## config.mk

```make
export PLATFORM = sky130hd
export DESIGN_NAME = esds_asc_locator_flat
export DESIGN_NICKNAME = d
export VERILOG_FILES = /design/src/rtl/esds_pkg.sv /design/src/rtl/esds_byte_if.sv /design/src/rtl/esds_result_if.sv /design/src/rtl/esds_asc_locator.sv /design/src/rtl/esds_walker.sv /design/src/rtl/esds_out_stage.sv /design/src/flat_wrapper.sv
export VERILOG_INCLUDE_DIRS = /design/src /design/src/rtl
export SDC_FILE = /design/constraint.sdc
export NUM_CORES = 1
export LEC_CHECK = 0
export ABC_CLOCK_PERIOD_IN_PS = 12560
export CAP_MARGIN = 20
export CORE_MARGIN = 3
export CORE_UTILIZATION = 35
export DETAILED_ROUTE_END_ITERATION = 8
export DONT_BUFFER_PORTS = 1
export MAX_ROUTING_LAYER = met4
export PLACE_DENSITY_LB_ADDON = 0.25
export SYNTH_ARGS = -nofsm -noshare
export SYNTH_HDL_FRONTEND = slang
export SYNTH_SLANG_ARGS = --single-unit
export TNS_END_PERCENT = 10
```

## constraint.sdc

```tcl
create_clock -name clk_i -period 12.56 [get_ports clk_i]
set_clock_uncertainty 0.2 [all_clocks]
set_input_delay 1.884 -clock clk_i [delete_from_list [all_inputs] [get_ports clk_i]]
set_output_delay 1.884 -clock clk_i [all_outputs]
set_load 0.01 [all_outputs]
```

## src/rtl/esds_asc_locator_defines.svh

```systemverilog
// Assertion macros of the descriptor locator RTL, used by the walker.
// Include with the bare file name inside a module body.
`ifndef ESDS_ASC_LOCATOR_DEFINES_SVH
`define ESDS_ASC_LOCATOR_DEFINES_SVH

// The consequent must hold in the same cycle as the antecedent.
`define ESDS_ASSERT_IMPLY(label, clk, rst_n, ante, cons, msg) \
  label: assert property (@(posedge clk) disable iff (!rst_n) (ante) |-> (cons)) \
    else $error(msg);

// The consequent must hold in the cycle after the antecedent.
`define ESDS_ASSERT_NEXT(label, clk, rst_n, ante, cons, msg) \
  label: assert property (@(posedge clk) disable iff (!rst_n) (ante) |=> (cons)) \
    else $error(msg);

`endif

```

## src/rtl/esds_pkg.sv

```systemverilog
// Shared types and constants of the descriptor locator.
// Used by the interfaces, the walker, the output stage and the top level.
`default_nettype none

package esds_pkg;

  localparam int LenW = 16;
  localparam int AccW = 28;
  localparam int ByteW = 8;

  localparam logic [ByteW-1:0] TagEs = 8'h03;
  localparam logic [ByteW-1:0] TagDecConfig = 8'h04;
  localparam logic [ByteW-1:0] TagDecSpecific = 8'h05;

  localparam int MoreBit = 7;
  localparam int FlagDep = 7;
  localparam int FlagUrl = 6;
  localparam int FlagOcr = 5;

  localparam logic [1:0] LenCntMax = 2'd3;
  localparam logic [LenW-1:0] EsFixedSkip = LenW'(3);
  localparam logic [LenW-1:0] ConfigSkip = LenW'(13);
  localparam logic [LenW-1:0] OptSkip = LenW'(2);
  localparam logic [LenW-1:0] MinBlobLen = LenW'(6);

  typedef enum logic [9:0] {
    PhFirstTag = 10'b00_0000_0001,
    PhFirstLen = 10'b00_0000_0010,
    PhTag      = 10'b00_0000_0100,
    PhLen      = 10'b00_0000_1000,
    PhSkip     = 10'b00_0001_0000,
    PhEsFixed  = 10'b00_0010_0000,
    PhEsDep    = 10'b00_0100_0000,
    PhEsUrlLen = 10'b00_1000_0000,
    PhEsUrl    = 10'b01_0000_0000,
    PhDone     = 10'b10_0000_0000
  } phase_e;

  typedef enum logic [1:0] {
    StgDep    = 2'd0,
    StgUrlLen = 2'd1,
    StgOcr    = 2'd2
  } es_stage_e;

  typedef struct packed {
    logic            trimmed;
    logic [LenW-1:0] payload_offset;
    logic [LenW-1:0] new_length;
  } res_t;

endpackage

`default_nettype wire

```

## src/rtl/esds_byte_if.sv

```systemverilog
// Valid/ready channel that carries one blob byte per word.
// Depends on esds_pkg for the field widths.
`default_nettype none

interface esds_byte_if;
  import esds_pkg::*;

  logic                   valid;
  logic                   ready;
  logic [ByteW-1:0]       data_byte;
  logic [LenW-1:0]        blob_length;
  logic                   last_byte;

  modport source (output valid, output data_byte, output blob_length, output last_byte,
                  input ready);
  modport sink (input valid, input data_byte, input blob_length, input last_byte,
                output ready);
endinterface

`default_nettype wire

```

## src/rtl/esds_result_if.sv

```systemverilog
// Valid/ready channel that carries one locator result per word.
// Depends on esds_pkg for the field widths.
`default_nettype none

interface esds_result_if;
  import esds_pkg::*;

  logic            valid;
  logic            ready;
  logic            trimmed;
  logic [LenW-1:0] payload_offset;
  logic [LenW-1:0] new_length;

  modport source (output valid, output trimmed, output payload_offset, output new_length,
                  input ready);
  modport sink (input valid, input trimmed, input payload_offset, input new_length,
                output ready);
endinterface

`default_nettype wire

```

## src/rtl/esds_asc_locator.sv

```systemverilog
// Top level of the streaming descriptor locator.
// Depends on esds_pkg, esds_byte_if, esds_result_if, esds_walker and esds_out_stage.
//
// The block takes an audio configuration blob on byte_i, one byte per word,
// each word also carrying the blob length and a flag on the final byte. It
// walks the descriptor chain on the fly and stores no data bytes. On the
// word with the final-byte flag it emits one word on result_o: either the
// payload offset and length of the decoder-specific descriptor, or the
// unchanged blob length.
// A byte is taken in every cycle while the result register is empty or is
// being read; the result is registered and appears in the cycle after the
// final byte is taken. Throughput is one byte per cycle while byte_i.ready
// is high. When result_o is stalled with a word pending, byte_i.ready drops
// until that word is taken. Reset clears the walk state and empties the
// result register; the block is ready as soon as reset is released.
`default_nettype none

module esds_asc_locator (
  input  wire logic     clk_i,
  input  wire logic     rst_ni,
  esds_byte_if.sink     byte_i,
  esds_result_if.source result_o
);
  import esds_pkg::*;

  logic accept;
  logic res_valid;
  res_t res;
  logic stage_ready;

  assign byte_i.ready = stage_ready;
  assign accept = byte_i.valid && stage_ready;

  esds_walker u_walker (
    .clk_i         (clk_i),
    .rst_ni        (rst_ni),
    .accept_i      (accept),
    .data_byte_i   (byte_i.data_byte),
    .blob_length_i (byte_i.blob_length),
    .last_byte_i   (byte_i.last_byte),
    .res_valid_o   (res_valid),
    .res_o         (res)
  );

  esds_out_stage u_out_stage (
    .clk_i       (clk_i),
    .rst_ni      (rst_ni),
    .res_valid_i (res_valid),
    .res_i       (res),
    .ready_o     (stage_ready),
    .result_o    (result_o)
  );

endmodule

`default_nettype wire

```

## src/rtl/esds_walker.sv

```systemverilog
// Descriptor walk state: updates the parse state on every accepted byte and
// forms the result on the final byte. Depends on esds_pkg and the defines header.
`default_nettype none

module esds_walker (
  input  wire logic                      clk_i,
  input  wire logic                      rst_ni,
  input  wire logic                      accept_i,
  input  wire logic [esds_pkg::ByteW-1:0] data_byte_i,
  input  wire logic [esds_pkg::LenW-1:0]  blob_length_i,
  input  wire logic                      last_byte_i,
  output logic                           res_valid_o,
  output esds_pkg::res_t                 res_o
);
  import esds_pkg::*;
  `include "esds_asc_locator_defines.svh"

  phase_e           phase_q, phase_d;
  logic [LenW-1:0]  pos_q, pos_d;
  logic [AccW-1:0]  acc_q, acc_d;
  logic [1:0]       cnt_q, cnt_d;
  logic [ByteW-1:0] tag_q, tag_d;
  logic [LenW-1:0]  skip_q, skip_d;
  logic [ByteW-1:0] flags_q, flags_d;
  logic             failed_q, failed_d;
  logic             found_q, found_d;
  logic [LenW-1:0]  off_q, off_d;
  logic [LenW-1:0]  flen_q, flen_d;

  logic             take;
  logic [AccW-1:0]  acc_new;
  logic [LenW-1:0]  body;
  logic [LenW-1:0]  rem;
  logic             too_long;
  logic             first;

  function automatic phase_e es_next(es_stage_e stage, logic [ByteW-1:0] flags);
    phase_e ph;
    if (stage == StgDep && flags[FlagDep]) begin
      ph = PhEsDep;
    end else if ((stage == StgDep || stage == StgUrlLen) && flags[FlagUrl]) begin
      ph = PhEsUrlLen;
    end else if (flags[FlagOcr]) begin
      ph = PhSkip;
    end else begin
      ph = PhTag;
    end
    return ph;
  endfunction

  assign take = accept_i && (pos_q < blob_length_i) && (phase_q != PhDone);
  assign acc_new = {acc_q[AccW-8:0], data_byte_i[6:0]};
  assign body = pos_q + LenW'(1);
  assign rem = blob_length_i - body;
  assign too_long = (|acc_new[AccW-1:LenW]) || (acc_new[LenW-1:0] > rem);
  assign first = (phase_q == PhFirstLen);

  always_comb begin
    phase_d  = phase_q;
    pos_d    = pos_q;
    acc_d    = acc_q;
    cnt_d    = cnt_q;
    tag_d    = tag_q;
    skip_d   = skip_q;
    flags_d  = flags_q;
    failed_d = failed_q;
    found_d  = found_q;
    off_d    = off_q;
    flen_d   = flen_q;

    if (take) begin
      unique case (phase_q)
        PhFirstTag, PhTag: begin
          if (phase_q == PhFirstTag && data_byte_i != TagEs) begin
            failed_d = 1'b1;
            phase_d  = PhDone;
          end else begin
            tag_d   = data_byte_i;
            acc_d   = '0;
            cnt_d   = '0;
            phase_d = (phase_q == PhFirstTag) ? PhFirstLen : PhLen;
          end
        end
        PhFirstLen, PhLen: begin
          acc_d = acc_new;
          if (data_byte_i[MoreBit] && cnt_q != LenCntMax) begin
            cnt_d = cnt_q + 2'd1;
          end else if (too_long || (first && acc_new == '0)) begin
            failed_d = 1'b1;
            phase_d  = PhDone;
          end else if (tag_q == TagDecSpecific) begin
            found_d = 1'b1;
            off_d   = body;
            flen_d  = acc_new[LenW-1:0];
            phase_d = PhDone;
          end else if (tag_q == TagEs) begin
            skip_d  = EsFixedSkip;
            phase_d = PhEsFixed;
          end else if (tag_q == TagDecConfig) begin
            skip_d  = ConfigSkip;
            phase_d = PhSkip;
          end else if (acc_new == '0) begin
            phase_d = PhTag;
          end else begin
            skip_d  = acc_new[LenW-1:0];
            phase_d = PhSkip;
          end
        end
        PhSkip: begin
          skip_d = skip_q - LenW'(1);
          if (skip_q == LenW'(1)) begin
            phase_d = PhTag;
          end
        end
        PhEsFixed: begin
          skip_d = skip_q - LenW'(1);
          if (skip_q == LenW'(1)) begin
            flags_d = data_byte_i;
            skip_d  = OptSkip;
            phase_d = es_next(StgDep, data_byte_i);
          end
        end
        PhEsDep: begin
          skip_d = skip_q - LenW'(1);
          if (skip_q == LenW'(1)) begin
            skip_d  = OptSkip;
            phase_d = es_next(StgUrlLen, flags_q);
          end
        end
        PhEsUrlLen: begin
          if (data_byte_i == '0) begin
            skip_d  = OptSkip;
            phase_d = es_next(StgOcr, flags_q);
          end else begin
            skip_d  = LenW'(data_byte_i);
            phase_d = PhEsUrl;
          end
        end
        PhEsUrl: begin
          skip_d = skip_q - LenW'(1);
          if (skip_q == LenW'(1)) begin
            skip_d  = OptSkip;
            phase_d = es_next(StgOcr, flags_q);
          end
        end
        PhDone: begin
        end
        default: begin
        end
      endcase
    end

    if (accept_i && pos_q != '1) begin
      pos_d = pos_q + LenW'(1);
    end

    res_valid_o = accept_i && last_byte_i;
    res_o.trimmed = found_d && !failed_d && (blob_length_i >= MinBlobLen) && (flen_d != '0);
    res_o.payload_offset = res_o.trimmed ? off_d : '0;
    res_o.new_length = res_o.trimmed ? flen_d : blob_length_i;

    if (accept_i && last_byte_i) begin
      phase_d  = PhFirstTag;
      pos_d    = '0;
      acc_d    = '0;
      cnt_d    = '0;
      tag_d    = '0;
      skip_d   = '0;
      flags_d  = '0;
      failed_d = 1'b0;
      found_d  = 1'b0;
      off_d    = '0;
      flen_d   = '0;
    end
  end

  always_ff @(posedge clk_i or negedge rst_ni) begin
    if (!rst_ni) begin
      phase_q  <= PhFirstTag;
      pos_q    <= '0;
      acc_q    <= '0;
      cnt_q    <= '0;
      tag_q    <= '0;
      skip_q   <= '0;
      flags_q  <= '0;
      failed_q <= 1'b0;
      found_q  <= 1'b0;
      off_q    <= '0;
      flen_q   <= '0;
    end else begin
      phase_q  <= phase_d;
      pos_q    <= pos_d;
      acc_q    <= acc_d;
      cnt_q    <= cnt_d;
      tag_q    <= tag_d;
      skip_q   <= skip_d;
      flags_q  <= flags_d;
      failed_q <= failed_d;
      found_q  <= found_d;
      off_q    <= off_d;
      flen_q   <= flen_d;
    end
  end

  `ESDS_ASSERT_IMPLY(a_found_fail_excl, clk_i, rst_ni, found_q, !failed_q, "payload found after failure")
  `ESDS_ASSERT_IMPLY(a_end_in_done, clk_i, rst_ni, found_q || failed_q, phase_q == PhDone, "walk ended outside done phase")
  `ESDS_ASSERT_NEXT(a_last_resets, clk_i, rst_ni, accept_i && last_byte_i, phase_q == PhFirstTag && pos_q == '0 && !found_q, "state not cleared after final word")

endmodule

`default_nettype wire

```

## src/rtl/esds_out_stage.sv

```systemverilog
// Result register between the walker and the result channel.
// Depends on esds_pkg and esds_result_if.
`default_nettype none

module esds_out_stage (
  input  wire logic           clk_i,
  input  wire logic           rst_ni,
  input  wire logic           res_valid_i,
  input  wire esds_pkg::res_t res_i,
  output logic                ready_o,
  esds_result_if.source       result_o
);
  import esds_pkg::*;

  logic vld_q, vld_d;
  res_t res_q;

  assign ready_o = !vld_q || result_o.ready;

  always_comb begin
    vld_d = vld_q;
    if (res_valid_i) begin
      vld_d = 1'b1;
    end else if (result_o.ready) begin
      vld_d = 1'b0;
    end
  end

  always_ff @(posedge clk_i or negedge rst_ni) begin
    if (!rst_ni) begin
      vld_q <= 1'b0;
    end else begin
      vld_q <= vld_d;
    end
  end

  always_ff @(posedge clk_i) begin
    if (res_valid_i) begin
      res_q <= res_i;
    end
  end

  assign result_o.valid          = vld_q;
  assign result_o.trimmed        = res_q.trimmed;
  assign result_o.payload_offset = res_q.payload_offset;
  assign result_o.new_length     = res_q.new_length;

endmodule

`default_nettype wire

```

## src/flat_wrapper.sv

```systemverilog
// flat-port wrapper written by rule: the top's interface ports become plain ports
module esds_asc_locator_flat import esds_pkg::*;
  (clk_i, rst_ni, byte_i_valid, byte_i_data_byte, byte_i_blob_length, byte_i_last_byte, byte_i_ready, result_o_valid, result_o_trimmed, result_o_payload_offset, result_o_new_length, result_o_ready);
  esds_byte_if byte_i_i ();
  esds_result_if result_o_i ();
  input  wire logic clk_i;
  input  wire logic rst_ni;
  input wire logic [$bits(byte_i_i.valid)-1:0] byte_i_valid;
  input wire logic [$bits(byte_i_i.data_byte)-1:0] byte_i_data_byte;
  input wire logic [$bits(byte_i_i.blob_length)-1:0] byte_i_blob_length;
  input wire logic [$bits(byte_i_i.last_byte)-1:0] byte_i_last_byte;
  output wire logic [$bits(byte_i_i.ready)-1:0] byte_i_ready;
  output wire logic [$bits(result_o_i.valid)-1:0] result_o_valid;
  output wire logic [$bits(result_o_i.trimmed)-1:0] result_o_trimmed;
  output wire logic [$bits(result_o_i.payload_offset)-1:0] result_o_payload_offset;
  output wire logic [$bits(result_o_i.new_length)-1:0] result_o_new_length;
  input wire logic [$bits(result_o_i.ready)-1:0] result_o_ready;
  assign byte_i_i.valid = byte_i_valid;
  assign byte_i_i.data_byte = byte_i_data_byte;
  assign byte_i_i.blob_length = byte_i_blob_length;
  assign byte_i_i.last_byte = byte_i_last_byte;
  assign byte_i_ready = byte_i_i.ready;
  assign result_o_valid = result_o_i.valid;
  assign result_o_trimmed = result_o_i.trimmed;
  assign result_o_payload_offset = result_o_i.payload_offset;
  assign result_o_new_length = result_o_i.new_length;
  assign result_o_i.ready = result_o_ready;
  esds_asc_locator u_core (.clk_i(clk_i), .rst_ni(rst_ni), .byte_i(byte_i_i), .result_o(result_o_i));
endmodule
```

==> summary.txt, run 1 <==
Drt
  – DR pass1 iterations: 8
  – WL/cell: 19.26 µm
  – DR iter-0 viols: 442
  – Via Count: 6496
  – Antenna viol nets, final: 0
  – Final wirelength: 23020 µm
  – Drt drc: 0
  – Drt via density: 5.436

Cells and area
  – P&R area growth vs syn: 9.908%
  – Layout cell share with drive strength beyond 1: 7.877%
  – NumNets Final: 936
  – Final Util: 39.26%
  – Diode count: 0

CTS
  – Reg clk slew, reported paths: 0.06 ns
  – Post-CTS setup buffer count: 0
  – Root Buffer: clkbuf_16
  – Hold-fix buffers at CTS: 0
  – Post-CTS sizing: 0
  – H-tree levels: 4
  – Clock Path Buffers: 2
  – CTS tree: yes
  – CTS buffer count: 17
  – Clk_lat worst skew: 0.43 ns
  – Clock sink count: 143

Timing
  – Worst Tran Pin Value: 0.9755 ns
  – Highest clock rate: 124.6 MHz
  – Worst slew margin: 34.97%
  – Setup tns final: 0 ns
  – Fin. Hold Viols: 0
  – RSZ-0062 raised after global routing: false
  – Final period util: 63.89%
  – Setup-failing EPs final: 0
  – Pins Over Slew Limit: 0
  – Tmin final: 8.024 ns

Critical path
  – Crit Path Max Fanout: 48
  – WS Path Type: primary input to flip-flop
  – Crit. End Element: flip-flop
  – Startpoint types: primary input
  – CP arrival: 8.00 ns
  – Reg2Reg Setup Slack: 5.24 ns
  – Req. time, crit path: 12.53 ns

Place
  – HPWL after DPL: 16070 µm
  – Routability cong.: 0.9088
  – IO Port Bufs: 0

Die
  – Chip height: 161.2 µm
  – Initial Utilization: 35.72%
  – DIE WIDTH: 161.2 µm
  – Core area: 0.02361 mm²
  – Area of the die: 0.02600 mm²
  – Io pins: 64
  – Site row count: 56

Synthesis
  – Synth Flop Type: dfrtp_1
  – Synth async-reset ratio: 76.92%
  – Mapped Nets: 951
  – Synth cell types: 76
  – Synth top area share: 32.33%
  – Seq/Total Area, Yosys: 44.39%
  – Flops & latches, synth: 143
  – Synth top area cells: dfrtp_1 (32%), edfxtp_1 (12%), ha_1 (6.4%)
  – Count leader, synth: nor2_1
  – YS warnings: 0
  – Synth cell count leaders: nor2_1 (111), dfrtp_1 (109), nand2_1 (87), o21ai_0 (61), ha_1 (43)
  – Post-synth EDFFs: 33
  – Netlist Area Pre-Place: 0.008436 mm²
  – Post-synth top area cell: dfrtp_1
  – Avg Cell Area, Syn: 9.608 µm²
  – Post-Synthesis Cells: 878

Global route
  – M1 GR Usage: 25.75%
  – First-pass GRT wire length: 37090 µm
  – Tot GR Track Use: 18.64%
  – GR Overflow Total: 0
  – Met2 Use GR: 27.86%
  – Met3 Use GR: 4.052%
  – Vias in the first global route: 6370
  – Largest net degree at the start of global routing: 111
  – Global route hottest layer: met2
  – Initial antenna violation count: 0

Hold path
  – Hold Path Class: flip-flop to flip-flop

Flow run
  – Number of max-cap violations: 0

Outcome
  – Status: finished clean

Power
  – Leak Pwr: 4.064 nW
  – Pwr Density: 157.0 mW/mm²
  – Worst VDD drop: 0.1017 mV
cells by family after synthesis:
logic type | share of synthesized area [%]
simple gates | 18.67
flops | 44.39
xor+xnor | 5.280
buf+inv | 3.886
mux | 5.147
fa+ha+maj | 7.668
compound gates | 14.95
state kept, by name, indices dropped and copies added (netlist names), 10 cells and up:
name and cells:
u_core.u_out_stage.result_o.payload_offset 16, u_core.u_walker.off_q 16, u_core.u_out_stage.result_o.new_length 16, u_core.u_walker.phase_q 10, u_core.u_walker.skip_q 16, u_core.u_walker.acc_q 21
u_core.u_walker.flen_q 16, u_core.u_walker.pos_q 16
per-layer routing:
metal,part of all wire (%),wire (µm),vias to the layer above
met5,0,0,-
met4,1.4,323,0
met3,5.4,1237,19
met2,46,10490,173
met1,48,10970,3167
li1,-,-,3137
path summary, 6_finish.rpt:
check	depth (start not counted)	startpoint	to
hold / removal	2	u_core.u_walker.found_q	u_core.u_walker.found_q
hold reg to reg	2	u_core.u_walker.found_q	u_core.u_walker.found_q
setup / recovery	24	byte_i_blob_length[0]	u_core.u_out_stage.result_o.new_length[15]
min in group asynchronous	0	rst_ni	u_core.u_walker.skip_q[4]
max in group asynchronous	0	rst_ni	u_core.u_walker.phase_q[0]
setup reg to reg	26	u_core.u_walker.pos_q[0]	u_core.u_out_stage.result_o.new_length[15]
stage by stage:
step	std cells	area (µm²)	hold WS [ns]	total power, mW	setup slack [ns]
after detailed placement	1163	8696	0.2960	0.9579	4.066
after global placement	1163	8696	0.2846	0.9571	4.150
after CTS	1195	9271	0.3108	1.462	4.500
after floorplan	878	8436	0.2662	0.8642	5.250
after global routing	1195	9271	0.3324	1.543	4.173
final	1195	9271	0.3080	1.455	4.536
where the power goes:
group / internal (mW) / switching, mW
combinational: 0.146 / 0.222
sequential: 0.525 / 0.0601
clock: 0.279 / 0.222
total: 0.951 / 0.505
worst max-delay path: stages:
cell and delay, ns:
inv_1 0.04, ha_1 0.22, fa_1 0.40, nand2b_1 0.16, o2bb2ai_1 0.17, maj3_2 0.33, maj3_2 0.34, maj3_2 0.34
a211oi_2 0.30, maj3_2 0.26, maj3_2 0.20, a21o_1 0.13, a21oi_2 0.06, xor2_1 0.15, ha_1 0.31, o21ai_0 0.17
a21oi_1 0.09, o31ai_1 0.26, a21oi_2 0.16, nor4_4 0.29, buf_4 0.55, mux2_2 0.43, nand3b_4 0.39, mux2_1 0.36
area by class of cell:
class / instances / area, µm²
Multi-Input combinational cell: 658 / 4363
Clock buffer: 17 / 425.4
Clock inverter: 15 / 150.1
Sequential cell: 143 / 3745
Fill cell: 2334 / 14340
Inverter: 36 / 136.4
Timing Repair Buffer: 7 / 52.55
Tap cell: 319 / 399.1
placed cells by master (no fill, tap or decap), types with 24 or more instances in the layout:
| cell | n |
|---|---|
| a21oi_1 | 24 |
| xnor2_1 | 32 |
| nand2_1 | 87 |
| nor2_1 | 111 |
| o21ai_0 | 61 |
| nor4_1 | 24 |
| dfrtp_1 | 109 |
| edfxtp_1 | 33 |
| ha_1 | 43 |
| mux2i_1 | 40 |
| inv_1 | 35 |
No activity file was read; power rests on OpenSTA's default activity.
==> run 2, diff against run 1 <==
- ABC_AREA: unset -> 1
- ABC_CLOCK_PERIOD_IN_PS: 12560 -> 7700
- clock period: 12.56 -> 7.7 ns (I/O delays scaled with it)
==> run 2 against run 1 <==
Compared with the run above:
- critical endpoint is now u_core.u_out_stage.result_o.new_length[2]
- register-to-register slack got worse by 4.3 ns
- final cell count increased by 31%
- clock-buffer cell count grew 1
- largest cell class unchanged
- utilization up 0.29 points
- area after synthesis is 9.8% higher
- largest power group unchanged
- final area is 9.3% higher
- hold slack got worse by 0.089 ns
- flip-flop and latch count unchanged
- highest routed layer unchanged
- synthesized cell count increased by 41%
- global-route usage is 2.1 points higher
==> summary.txt, run 2 <==
Cells and area
  – P&R area growth vs syn: 9.432%
  – Final Util: 39.55%
  – Commonest non-fill, non-tap cell in the layout: nand2_1
  – NumNets Final: 1300
  – Largest register FFs: 21
  – Fill cells: 2648
  – Most frequent cells in the layout: nand2_1 (261), inv_1 (167), nor2_1 (141)
  – Fin cells: 1570
  – FF+latch area: 0.003745 mm²
  – Final Instance Area: 0.01013 mm²
  – Diode count: 0
  – Largest register by flop count: u_core.u_walker.acc_q
  – Layout cell share with drive strength beyond 1: 6.452%
  – Multi-input gate area: 0.004663 mm²

CTS
  – Post-CTS setup buffer count: 0
  – CTS buffer count: 17
  – Hold-fix buffers at CTS: 0
  – Clock sink count: 143
  – H-tree levels: 4
  – Post-CTS sizing: 0
  – Clk_lat worst skew: 0.44 ns
  – Reg clk slew, reported paths: 0.07 ns
  – Clock Path Buffers: 2
  – Root Buffer: clkbuf_16
  – CTS tree: yes

Timing
  – RSZ-0062 raised after global routing: false
  – Setup-failing EPs final: 0
  – Worst Tran Pin Value: 0.9899 ns
  – Highest clock rate: 148.2 MHz
  – WHS: 0.2190 ns
  – Tmin final: 6.747 ns
  – Final period util: 87.62%
  – Final setup margin: 0.9535 ns
  – Worst slew margin: 33.40%
  – Fin. Hold Viols: 0
  – Setup tns final: 0 ns
  – Pins Over Slew Limit: 0

Synthesis
  – Synth async-reset ratio: 76.92%
  – Synth top area share: 29.46%
  – Mapped Nets: 1310
  – Flops & latches, synth: 143
  – Synth cell count leaders: nand2_1 (261), inv_1 (167), nor2_1 (142), dfrtp_1 (109), nand3_1 (94)
  – Seq/Total Area, Yosys: 40.45%
  – Netlist Area Pre-Place: 0.009259 mm²
  – YS warnings: 0
  – Synth top area cells: dfrtp_1 (29%), edfxtp_1 (11%), nand2_1 (11%)
  – Post-synth top area cell: dfrtp_1
  – Post-Synthesis Cells: 1237
  – Synth cell types: 53
  – Synth Flop Type: dfrtp_1
  – Avg Cell Area, Syn: 7.485 µm²
  – Post-synth EDFFs: 33
  – Count leader, synth: nand2_1

Die
  – Io pins: 64
  – DIE WIDTH: 168.6 µm
  – Site row count: 58
  – Area of the die: 0.02844 mm²
  – Initial Utilization: 36.14%
  – Chip height: 168.6 µm
  – Core area: 0.02562 mm²

Critical path
  – CP arrival: 6.74 ns
  – Req. time, crit path: 7.69 ns
  – CP delay by family, top: simple AND/OR/NAND/NOR gates
  – Crit Path Max Fanout: 33
  – FF-to-FF End: u_core.u_out_stage.result_o.new_length[2]
  – Reg2Reg Setup Slack: 0.95 ns
  – WP buf/inv: 0
  – WS Path Type: flip-flop to flip-flop
  – Crit. End Element: flip-flop
  – Worst R2R Path Depth: 29
  – Startpoint types: flip-flop
  – CP max stage cell: nor3_4
  – RR Startpoint: u_core.u_walker.pos_q[0]
  – Critical Path Max Stage Delay: 0.55 ns
  – Top cell by count, worst path: nand2_1

Place
  – Dpl cells: 1538
  – IO Port Bufs: 0
  – Pre-CTS WS: 0.9093 ns
  – Placed inst area: 0.009545 mm²
  – HPWL after DPL: 20910 µm
  – Routability cong.: 0.9667

Drt
  – Final wirelength: 28140 µm
  – Drt via density: 5.274
  – DR iter-0 viols: 799
  – Antenna viol nets, final: 0
  – Via Count: 8280
  – Drt drc: 0
  – WL/cell: 17.92 µm
  – DR pass1 iterations: 7

Global route
  – First-pass GRT wire length: 45370 µm
  – Initial antenna violation count: 0
  – Largest net degree at the start of global routing: 111
  – GR Overflow Total: 0
  – Vias in the first global route: 8192
  – Tot GR Track Use: 20.73%

Power
  – Worst VDD drop: 0.1419 mV
  – Leak Pwr: 4.845 nW
  – Pwr Total: 2.725 mW
  – Pwr Density: 269.0 mW/mm²

Hold path
  – Hold Path Class: primary input to async pin

Outcome
  – Status: finished clean

Flow run
  – Number of max-cap violations: 0
## run 2: changes by cell type after synthesis, sizes merged, moves of 12 or more
cell	previous run	this run
a22o	21	0
o21ai	65	90
nor2	111	151
xnor2	33	6
nor4	26	4
nand4	10	37
o22ai	1	34
nand3	22	96
inv	36	180
o31ai	21	9
mux2i	40	0
nand2	88	270
a21oi	26	45
## run 2: routing by layer
metal / vias up / global-route usage [%] / wire [µm]
li1: 4114 / - / -
met4: 0 / 6.688 / 770
met3: 54 / 4.040 / 1462
met2: 230 / 31.92 / 12680
met5: - / - / 0
met1: 3882 / 27.71 / 13230
## run 2: cell type report
type,count,area share [%]
clock inverters,14,1.556
repair buffers,6,0.4446
clock buffers,18,4.236
inverters,181,6.705
flip-flops and latches,143,36.96
well taps,330,4.075
multi-input cells,878,46.02
## run 2: worst max path at each step
stage / cells after the start / start / end / slack (ns)
floorplan: 25 / byte_i_blob_length[0] / u_core.u_out_stage.result_o.payload_offset[15] / 2.47
global placement: 23 / byte_i_blob_length[0] / u_core.u_out_stage.result_o.new_length[14] / 0.97
detailed placement: 23 / byte_i_blob_length[0] / u_core.u_out_stage.result_o.new_length[1] / 0.91
CTS: 29 / u_core.u_walker.pos_q[1] / u_core.u_out_stage.result_o.new_length[7] / 1.04
global route: 29 / u_core.u_walker.pos_q[1] / u_core.u_out_stage.result_o.new_length[2] / 0.14
finish: 29 / u_core.u_walker.pos_q[0] / u_core.u_out_stage.result_o.new_length[2] / 0.95
## run 2: logic make-up (layout without fill, tap and decap cells)
| group | count (synthesis) | in the layout | synth area share, % |
|---|---|---|---|
| DFF | 143 | 143 | 40.45 |
| AOI/OAI and AO/OA | 208 | 208 | 12.85 |
| xor gates and xnor gates | 29 | 29 | 2.743 |
| buffers and inverters | 216 | 219 | 9.270 |
| and+or+nand+nor | 597 | 597 | 28.66 |
| adders and majority gates | 44 | 44 | 6.027 |
## run 2: report_power, final
part	switching [mW]	internal (mW)	leakage [nW]
Combinational	0.608	0.281	2.75
Sequential	0.0987	0.883	1.81
Clock	0.371	0.484	0.284
Total	1.08	1.65	4.84
==> run 3, diff against run 2 <==
- CTS_BUF_LIST: unset -> sky130_fd_sc_hd__clkbuf_16
==> run 3 against run 2 <==
Compared with the run above:
- final cell count unchanged
- via count about the same
- setup slack improved by 0.0064 ns
- hold slack got worse by 0.0012 ns
- global-route usage unchanged
- combinational power about the same
- non-clock buffer count unchanged
- critical path type unchanged
- highest routed layer unchanged
==> summary.txt, run 3 (synthesized netlist as in run 2, its figures left out) <==
Place
  – IO Port Bufs: 0
  – HPWL after DPL: 20910 µm
  – Routability cong.: 0.9667
  – Placed inst area: 0.009545 mm²

Cells and area
  – Final Util: 39.55%
  – Largest register by flop count: u_core.u_walker.acc_q
  – Commonest non-fill, non-tap cell in the layout: nand2_1
  – Multi-input gate area: 0.004663 mm²
  – P&R area growth vs syn: 9.432%
  – Diode count: 0
  – Most frequent cells in the layout: nand2_1 (261), inv_1 (168), nor2_1 (141)
  – NumNets Final: 1300
  – FF+latch area: 0.003745 mm²
  – Largest register FFs: 21
  – Final Instance Area: 0.01013 mm²
  – Fill cells: 2648
  – Layout cell share with drive strength beyond 1: 6.452%

CTS
  – Reg clk slew, reported paths: 0.07 ns
  – Clk_lat worst skew: 0.44 ns
  – Root Buffer: clkbuf_16
  – Hold-fix buffers at CTS: 0
  – Clock Path Buffers: 2
  – Post-CTS sizing: 0
  – CTS tree: yes
  – Post-CTS setup buffer count: 0
  – H-tree levels: 4
  – Clock sink count: 143
  – CTS buffer count: 17

Critical path
  – Top cell by count, worst path: nand2_1
  – Crit. End Element: flip-flop
  – Crit. Startpoint: u_core.u_walker.pos_q[0]
  – Critical Path Max Stage Delay: 0.55 ns
  – Req. time, crit path: 7.69 ns
  – Startpoint types: flip-flop
  – CP max stage cell: nor3_4
  – Crit Path Max Fanout: 33
  – RR Startpoint: u_core.u_walker.pos_q[0]
  – CP arrival: 6.73 ns
  – WS Path Type: flip-flop to flip-flop

Timing
  – RSZ-0062 raised after global routing: false
  – Setup-failing EPs final: 0
  – Pins Over Slew Limit: 0
  – Highest clock rate: 148.4 MHz
  – Setup tns final: 0 ns
  – Worst slew margin: 34.07%
  – Fin. Hold Viols: 0
  – Worst Tran Pin Value: 0.9799 ns
  – Tmin final: 6.740 ns
  – Final period util: 87.53%

Drt
  – Drt drc: 0
  – Via Count: 8274
  – WL/cell: 17.93 µm
  – DR pass1 iterations: 7
  – Final wirelength: 28150 µm
  – Antenna viol nets, final: 0
  – DR iter-0 viols: 803
  – Drt via density: 5.270

Power
  – Pwr Density: 269.0 mW/mm²
  – Leak Pwr: 4.849 nW
  – Worst VDD drop: 0.1411 mV

Die
  – Site row count: 58
  – Io pins: 64
  – DIE WIDTH: 168.6 µm
  – Core area: 0.02562 mm²
  – Initial Utilization: 36.14%
  – Chip height: 168.6 µm
  – Area of the die: 0.02844 mm²

Flow run
  – Number of max-cap violations: 0

Global route
  – Initial antenna violation count: 0
  – Largest net degree at the start of global routing: 111
  – Tot GR Track Use: 20.73%
  – GR Overflow Total: 0
  – First-pass GRT wire length: 45370 µm
  – Vias in the first global route: 8192

Hold path
  – Hold Path Class: primary input to async pin

Outcome
  – Status: finished clean
run 3: path summary, 6_finish.rpt:
kind | to | slack [ns] | cells past startpoint
setup / recovery | u_core.u_out_stage.result_o.new_length[2] | 0.96 | 29
hold / removal | u_core.u_out_stage.result_o.valid | 0.22 | 0
setup reg to reg | u_core.u_out_stage.result_o.new_length[2] | 0.96 | 29
hold reg to reg | u_core.u_walker.phase_q[0] | 0.29 | 2
max in group asynchronous | u_core.u_walker.phase_q[0] | 6.85 | 0
min in group clk_i | u_core.u_walker.phase_q[0] | 0.29 | 2
run 3: layer usage:
metal  global-route usage, %  vias to the layer above  share of wire, %
li1                        -                     4116                 -
met1                   27.71                     3878                47
met2                   31.92                      228                45
met3                   4.040                       52               5.1
met4                   6.688                        0               2.7
met5                       -                        -                 0
run 3: report_power, final:
group	internal, mW	switching [mW]
clock	0.482	0.373
combinational	0.281	0.608
sequential	0.883	0.0988
run 3: critical path, delay by kind of cell (launching register included):
kind / cells / cell delay, ns
flops: 1 / 0.43
simple gates: 21 / 3.92
xor+xnor: 1 / 0.29
compound gates: 4 / 0.73
fa+ha+maj: 3 / 0.91
run 3: area by class of cell:
class,count,share of cell area (%)
clock buffer,17,4.199
clock inverter,15,1.593
inverter,181,6.705
multi-input combinational,878,46.02
sequential,143,36.96
tap,330,4.075
timing repair buffer,6,0.4446
run 3: per-stage QoR:
step           setup WS, ns  hold WS [ns]  instances  power (mW)
2_1_floorplan         2.467        0.2534       1237       1.657
3_3_place_gp         0.9703        0.2710       1538       1.863
3_5_place_dp         0.9093        0.2777       1538       1.871
4_1_cts               1.037        0.2040       1570       2.732
5_1_grt              0.1423        0.2052       1570       2.913
6_report             0.9598        0.2178       1570       2.726
